**config.mk**
```make
export PLATFORM = sky130hd
export DESIGN_NAME = comment_string_lexer
export DESIGN_NICKNAME = d
export VERILOG_FILES = /design/src/design/csl_pkg.sv /design/src/design/comment_string_lexer.sv /design/src/design/csl_step.sv
export SDC_FILE = /design/constraint.sdc
export NUM_CORES = 1
export LEC_CHECK = 0
export BUFFER_PORTS_ARGS = -buffer_cell sky130_fd_sc_hd__buf_2
export CORE_UTILIZATION = 50
export CTS_BUF_LIST = sky130_fd_sc_hd__clkbuf_8
export CTS_CLUSTER_SIZE = 14
export DETAILED_ROUTE_END_ITERATION = 6
export PLACE_DENSITY = 0.71
export SETUP_SLACK_MARGIN = 0.05
export SLEW_MARGIN = 40
export SYNTH_ARGS = -nofsm -noshare
export SYNTH_HDL_FRONTEND = slang
export SYNTH_SLANG_ARGS = --single-unit
```
**constraint.sdc**
```tcl
create_clock -name clk -period 4.5 [get_ports clk]
set_input_delay 0.675 -clock clk [delete_from_list [all_inputs] [get_ports clk]]
set_output_delay 0.675 -clock clk [all_outputs]
set_load 0.03 [all_outputs]
```
**src/design/csl_pkg.sv**
```systemverilog
// shared types and constants for the comment and string lexer
// no dependencies
package csl_pkg;

  localparam int LENGTH_BITS = 16;
  localparam int LEN_OUT_BITS = 16;
  localparam logic [LENGTH_BITS-1:0] LENGTH_CAP =
    (LENGTH_BITS > LEN_OUT_BITS) ? LENGTH_BITS'({LEN_OUT_BITS{1'b1}}) : '1;

  localparam logic [7:0] CH_HASH   = 8'h23;
  localparam logic [7:0] CH_QUOTE  = 8'h22;
  localparam logic [7:0] CH_BSLASH = 8'h5c;
  localparam logic [7:0] CH_NL     = 8'h0a;
  localparam logic [7:0] CH_TAB    = 8'h09;
  localparam logic [7:0] CH_N      = 8'h6e;
  localparam logic [7:0] CH_T      = 8'h74;
  localparam logic [7:0] CH_SPACE  = 8'h20;

  typedef enum logic [2:0] {
    MODE_IDLE    = 3'd0,
    MODE_COMMENT = 3'd1,
    MODE_STRING  = 3'd2,
    MODE_ESCAPE  = 3'd3,
    MODE_ERROR   = 3'd4
  } mode_t;

  typedef enum logic [2:0] {
    KIND_COMMENT_BYTE = 3'd0,
    KIND_STRING_BYTE  = 3'd1,
    KIND_COMMENT_END  = 3'd2,
    KIND_STRING_END   = 3'd3,
    KIND_INVALID      = 3'd4,
    KIND_EXHAUSTED    = 3'd5
  } kind_t;

  typedef struct packed {
    logic                    emit;
    kind_t                   kind;
    logic [7:0]              char_value;
    logic [LEN_OUT_BITS-1:0] token_length;
  } result_t;

endpackage

```
**src/design/comment_string_lexer.sv**
```systemverilog
// Lexer for line comments and quoted strings, one source word per cycle. A word passes
// an input register, then the mode logic, then the result register; a new word is taken
// every cycle while the result side keeps up, and a waiting result stalls the input only
// when the input register is also full. A result is presented from the result register
// once its word has left the input register.
// Whitespace, openers and a backslash inside a string give no result. After an invalid
// byte every later word reports invalid until reset. Token lengths saturate at 65535.
// Depends on csl_pkg and csl_step.
module comment_string_lexer (
  input  logic       clk,
  input  logic       rst_n,
  input  logic       in_valid,
  output logic       in_stall,
  input  logic [7:0] in_source_byte,
  input  logic       in_end_of_input,
  output logic       out_valid,
  input  logic       out_stall,
  output logic [2:0] out_result_kind,
  output logic [7:0] out_char_value,
  output logic [csl_pkg::LEN_OUT_BITS-1:0] out_token_length
);
  import csl_pkg::*;

  logic                    in_vld_r;
  logic [7:0]              in_byte_r;
  logic                    in_eoi_r;
  mode_t                   mode_r, mode_nxt;
  logic [LENGTH_BITS-1:0]  count_r, count_nxt;
  logic                    out_vld_r;
  kind_t                   out_kind_r;
  logic [7:0]              out_char_r;
  logic [LEN_OUT_BITS-1:0] out_len_r;
  result_t                 result;
  logic                    advance;
  logic                    in_take;

  csl_step u_step (
    .mode         (mode_r),
    .count        (count_r),
    .source_byte  (in_byte_r),
    .end_of_input (in_eoi_r),
    .mode_nxt     (mode_nxt),
    .count_nxt    (count_nxt),
    .result       (result)
  );

  assign advance = !out_vld_r || !out_stall;
  assign in_stall = in_vld_r && !advance;
  assign in_take = in_valid && !in_stall;

  always_ff @(posedge clk) begin
    if (!rst_n) begin
      in_vld_r <= 1'b0;
      out_vld_r <= 1'b0;
      mode_r <= MODE_IDLE;
      count_r <= '0;
    end else begin
      if (in_take) begin
        in_vld_r <= 1'b1;
      end else if (advance) begin
        in_vld_r <= 1'b0;
      end
      if (advance) begin
        out_vld_r <= in_vld_r && result.emit;
        if (in_vld_r) begin
          mode_r <= mode_nxt;
          count_r <= count_nxt;
        end
      end
    end
  end

  always_ff @(posedge clk) begin
    if (in_take) begin
      in_byte_r <= in_source_byte;
      in_eoi_r <= in_end_of_input;
    end
    if (advance && in_vld_r) begin
      out_kind_r <= result.kind;
      out_char_r <= result.char_value;
      out_len_r <= result.token_length;
    end
  end

  assign out_valid = out_vld_r;
  assign out_result_kind = out_kind_r;
  assign out_char_value = out_char_r;
  assign out_token_length = out_len_r;

endmodule

```
**src/design/csl_step.sv**
```systemverilog
// next-state and result logic for one word of the lexer
// depends on csl_pkg
module csl_step (
  input  csl_pkg::mode_t                       mode,
  input  logic [csl_pkg::LENGTH_BITS-1:0]      count,
  input  logic [7:0]                           source_byte,
  input  logic                                 end_of_input,
  output csl_pkg::mode_t                       mode_nxt,
  output logic [csl_pkg::LENGTH_BITS-1:0]      count_nxt,
  output csl_pkg::result_t                     result
);
  import csl_pkg::*;

  logic [LENGTH_BITS-1:0] count_inc;

  assign count_inc = (count < LENGTH_CAP) ? count + 1'b1 : count;

  always_comb begin
    mode_nxt = mode;
    count_nxt = count;
    result = '{emit: 1'b0, kind: KIND_INVALID, char_value: 8'h00, token_length: '0};
    if (mode == MODE_IDLE || mode == MODE_COMMENT || mode == MODE_STRING ||
        mode == MODE_ESCAPE) begin
      if (end_of_input) begin
        result.emit = 1'b1;
        result.kind = KIND_EXHAUSTED;
      end else begin
        case (mode)
          MODE_IDLE: begin
            if (source_byte == CH_SPACE || source_byte == CH_TAB || source_byte == CH_NL) begin
              mode_nxt = MODE_IDLE;
            end else if (source_byte == CH_HASH) begin
              mode_nxt = MODE_COMMENT;
              count_nxt = '0;
            end else if (source_byte == CH_QUOTE) begin
              mode_nxt = MODE_STRING;
              count_nxt = '0;
            end else begin
              mode_nxt = MODE_ERROR;
              result.emit = 1'b1;
            end
          end
          MODE_COMMENT: begin
            result.emit = 1'b1;
            if (source_byte == CH_NL) begin
              mode_nxt = MODE_IDLE;
              count_nxt = '0;
              result.kind = KIND_COMMENT_END;
              result.token_length = LEN_OUT_BITS'(count);
            end else begin
              count_nxt = count_inc;
              result.kind = KIND_COMMENT_BYTE;
              result.char_value = source_byte;
            end
          end
          MODE_STRING: begin
            if (source_byte == CH_QUOTE) begin
              mode_nxt = MODE_IDLE;
              count_nxt = '0;
              result.emit = 1'b1;
              result.kind = KIND_STRING_END;
              result.token_length = LEN_OUT_BITS'(count);
            end else if (source_byte == CH_BSLASH) begin
              mode_nxt = MODE_ESCAPE;
            end else if (source_byte == CH_NL) begin
              mode_nxt = MODE_ERROR;
              result.emit = 1'b1;
            end else begin
              count_nxt = count_inc;
              result.emit = 1'b1;
              result.kind = KIND_STRING_BYTE;
              result.char_value = source_byte;
            end
          end
          default: begin
            result.emit = 1'b1;
            mode_nxt = MODE_STRING;
            if (source_byte == CH_BSLASH || source_byte == CH_QUOTE) begin
              count_nxt = count_inc;
              result.kind = KIND_STRING_BYTE;
              result.char_value = source_byte;
            end else if (source_byte == CH_N) begin
              count_nxt = count_inc;
              result.kind = KIND_STRING_BYTE;
              result.char_value = CH_NL;
            end else if (source_byte == CH_T) begin
              count_nxt = count_inc;
              result.kind = KIND_STRING_BYTE;
              result.char_value = CH_TAB;
            end else begin
              mode_nxt = MODE_ERROR;
            end
          end
        endcase
      end
    end else begin
      mode_nxt = MODE_ERROR;
      result.emit = 1'b1;
    end
  end

endmodule

```
==> results.txt <==
Mapped cell area - 2856 µm²
Net switching power - 259.5 µW
Total GRT Usage - 0.2010
FF-to-FF path depth - 6
Min cycle time layout - 2.589 ns
R2r endpoint - count_r[5]$_SDFFE_PN0P_
Setup repair bufs after CTS - 0
CTS sink cnt - 57
Top-count cell post-synth - edfxtp_1
Antenna violations before repair - 0
CP Data Arrival Time - 2.86 ns
Xor-xnor portion of the synthesized cell area - 0.01226
Grt ovf - 0
Kind of critical path - flip-flop to flip-flop
Peak fanout along the critical path - 11
Routed wire per std cell - 14.11 µm
HP Class - flip-flop to flip-flop
CTS tree - built
Fin. max-slew vios - 0
H-Tree Depth - 3
Crit path to - count_r[5]$_SDFFE_PN0P_
Post-DP HPWL - 3.914 mm
Asr flop ratio synth - 0
CTS Root Cell - clkbuf_8
Cell taking the most area after synthesis - edfxtp_1
Die H - 77.59 µm
CTS Buf Count - 9
Die area - 6019 µm²
Mux contribution to synthesized area - 0.007008
Synth warnings - 0
Worst-Skew Late Latency - 0.33 ns
Leakage power - 0.001168 µW
Area share of the leading cell type in the synthesized netlist - 0.3784
Synth top area cells - edfxtp_1, dfxtp_1, and2_1
Clock Skews - 0.005863 ns
Final hold slack - 0.4881 ns
Setup TNS - 0 ns
Least-Margin Pin Slew - 0.7125 ns
Synthesized net count - 277
Setup Viol. Count Final - 0
Flop pwr share - 0.514
Max_slew headroom - 0.5240
VDD IR max - 204.0 µV
Crit. End Element - flip-flop
Reg2reg start - in_byte_r[7]$_DFFE_PP_
FF+latch count, synth - 57
Syn Area/Cell - 10.86 µm²
RSZ-0062 raised after global routing - no
Fmax - 386.3 MHz
WP data required - 4.77 ns
Core Util, Final - 0.5987
Fill cells - 463
Status - completed
Combinational power share - 0.073
Synth top cells by count - edfxtp_1, dfxtp_1, nor2_1
Vias post-DR - 2188
Initial core utilization - 0.5187
Std cell rows - 27
DRC viols - 0
R2r setup slk - 1.91 ns
Switching Fraction - 0.2279
Longest Clk Path Bufs - 2
# diodes - 0
Vias in the first global route - 1948
WL final - 5.418 mm
Layout cell share with drive strength beyond 1 - 0.2596
# hold bufs at CTS - 0
Post-synth EDFFs - 36
Clock power frac - 0.412
Placed Area - 3095 µm²
Main combinational cell family by area after synthesis - simple AND/OR/NAND/NOR gates
Starting DRT DRC Count - 183
Cells after Synth - 263
Max cap viols - 0
CTS-repair resized insts - 0
PortBufs - 41
Nets - 321
Router iterations before antenna repair - 4
Core area - 5507 µm²
Synthesized-area fraction occupied by adder cells - 0.004380
Top FF cell, synth - edfxtp_1
Placer Congestion - 0.8482
Compound-Gate Fraction of Synth Area - 0.1612
Global-route wire length before repair - 9.308 mm
Critical Path Start Type - flip-flop
Post-Synth Simple-Gate Area - 0.2606
DIE WIDTH - 77.59 µm
Vias/cell - 5.698
Io pins - 42
Worst-path clk slew - 0.06 ns
Final worst path period share - 0.5753
PwrDens - 345.4 nW/µm²
Final number of hold-violating endpoints - 0
Internal Pwr Total - 879.3 µW
Worst setup startpoint - in_byte_r[7]$_DFFE_PP_
Detail Route Antenna Nets - 0
Post-synthesis cell type count - 61
Layout area overhead - 15.42%
Register area share after synthesis - 0.5256
Largest net degree at the start of global routing - 29
Post-route cell area - 3297 µm²
## metrics by stage
stage / power, µW / std cells / setup WS (ns)
2_1_floorplan: 656.1 / 263 / 1.796
6_report: 1139 / 384 / 1.911
3_5_place_dp: 680.9 / 368 / 1.786
3_3_place_gp: 679.2 / 368 / 1.846
4_1_cts: 1152 / 384 / 1.829
5_1_grt: 1183 / 384 / 1.743
## final cells by class
| class | count | area (µm²) | area share |
|---|---|---|---|
| sequential | 57 | 1501 | 0.4554 |
| clock inverter | 5 | 47.55 | 0.01442 |
| inverter | 5 | 18.77 | 0.005693 |
| clock buffer | 11 | 151.4 | 0.04592 |
| timing repair buffer | 42 | 212.7 | 0.06452 |
| multi-input combinational | 192 | 1275 | 0.3867 |
| tap | 72 | 90.09 | 0.02732 |
## registers in the layout, summed over array words and instances, names as in the netlist
| signal | count |
|---|---|
| in_byte_r | 8 |
| out_result_kind | 3 |
| out_token_length | 16 |
| in_eoi_r | 1 |
| in_vld_r | 1 |
| mode_r | 3 |
| out_valid | 1 |
| count_r | 16 |
| out_char_value | 8 |
## cells by family (layout without fill, tap and decap cells)
group                      after synthesis  after routing
DFF                                     57             57
and+or+nand+nor                        123            123
AOI/OAI and AO/OA                       62             62
buffers and inverters                   14             63
muxes                                    2              2
adders and majority gates                1              1
xor gates and xnor gates                 4              4
## per-layer routing
| metal | up-vias | track usage | share of wire |
|---|---|---|---|
| met2 | 63 | 0.3159 | 0.48 |
| li1 | 1098 | - | - |
| met5 | - | 0 | 0 |
| met1 | 1020 | 0.2601 | 0.46 |
| met4 | 0 | 0.07547 | 0.012 |
| met3 | 7 | 0.06118 | 0.052 |
## power groups by stage
stage               Clock [µW]  Combinational, µW  Sequential [µW]
floorplan                    0               39.4              617
global placement             0               82.7              597
detailed placement           0               83.8              597
CTS                        482               84.0              586
global route               504               90.4              588
finish                     470               83.2              586
## worst min-delay path by stage
stage                        startpoint                        to  slack (ns)  depth (start not counted)
2_1_floorplan  count_r[13]$_SDFFE_PN0P_  count_r[13]$_SDFFE_PN0P_        0.44                          1
3_3_place_gp   count_r[13]$_SDFFE_PN0P_  count_r[13]$_SDFFE_PN0P_        0.48                          1
3_5_place_dp   count_r[13]$_SDFFE_PN0P_  count_r[13]$_SDFFE_PN0P_        0.48                          1
4_1_cts        count_r[13]$_SDFFE_PN0P_  count_r[13]$_SDFFE_PN0P_        0.49                          1
5_1_grt               in_source_byte[1]    in_byte_r[1]$_DFFE_PP_        0.49                          1
6_report       count_r[13]$_SDFFE_PN0P_  count_r[13]$_SDFFE_PN0P_        0.49                          1
## placed cells by master (no fill, tap or decap), drive strengths merged, types with 3 or more instances in the layout
| cell | n |
|---|---|
| and3 | 7 |
| a31oi | 3 |
| o2111ai | 3 |
| and2 | 18 |
| or3 | 3 |
| or2 | 4 |
| nand2 | 15 |
| nor2b | 6 |
| clkbuf | 11 |
| o21ai | 6 |
| a211oi | 4 |
| a21oi | 18 |
| a22oi | 4 |
| nor4 | 5 |
| inv | 7 |
| nand3 | 12 |
| nor2 | 21 |
| o31ai | 3 |
| nand4 | 3 |
| edfxtp | 36 |
| buf | 42 |
| nor3b | 3 |
| o41ai | 3 |
| nor3 | 12 |
| nand2b | 3 |
| dfxtp | 21 |
| xnor2 | 4 |
## critical path, stage by stage, from the launching register on
cell and delay, ns:
edfxtp_1 0.47, nor4_4 0.53, and3_1 0.39, nor4_4 0.13, or2_4 0.34, or4_4 0.53, a21oi_2 0.13
Power figures use the tool's default switching activity.
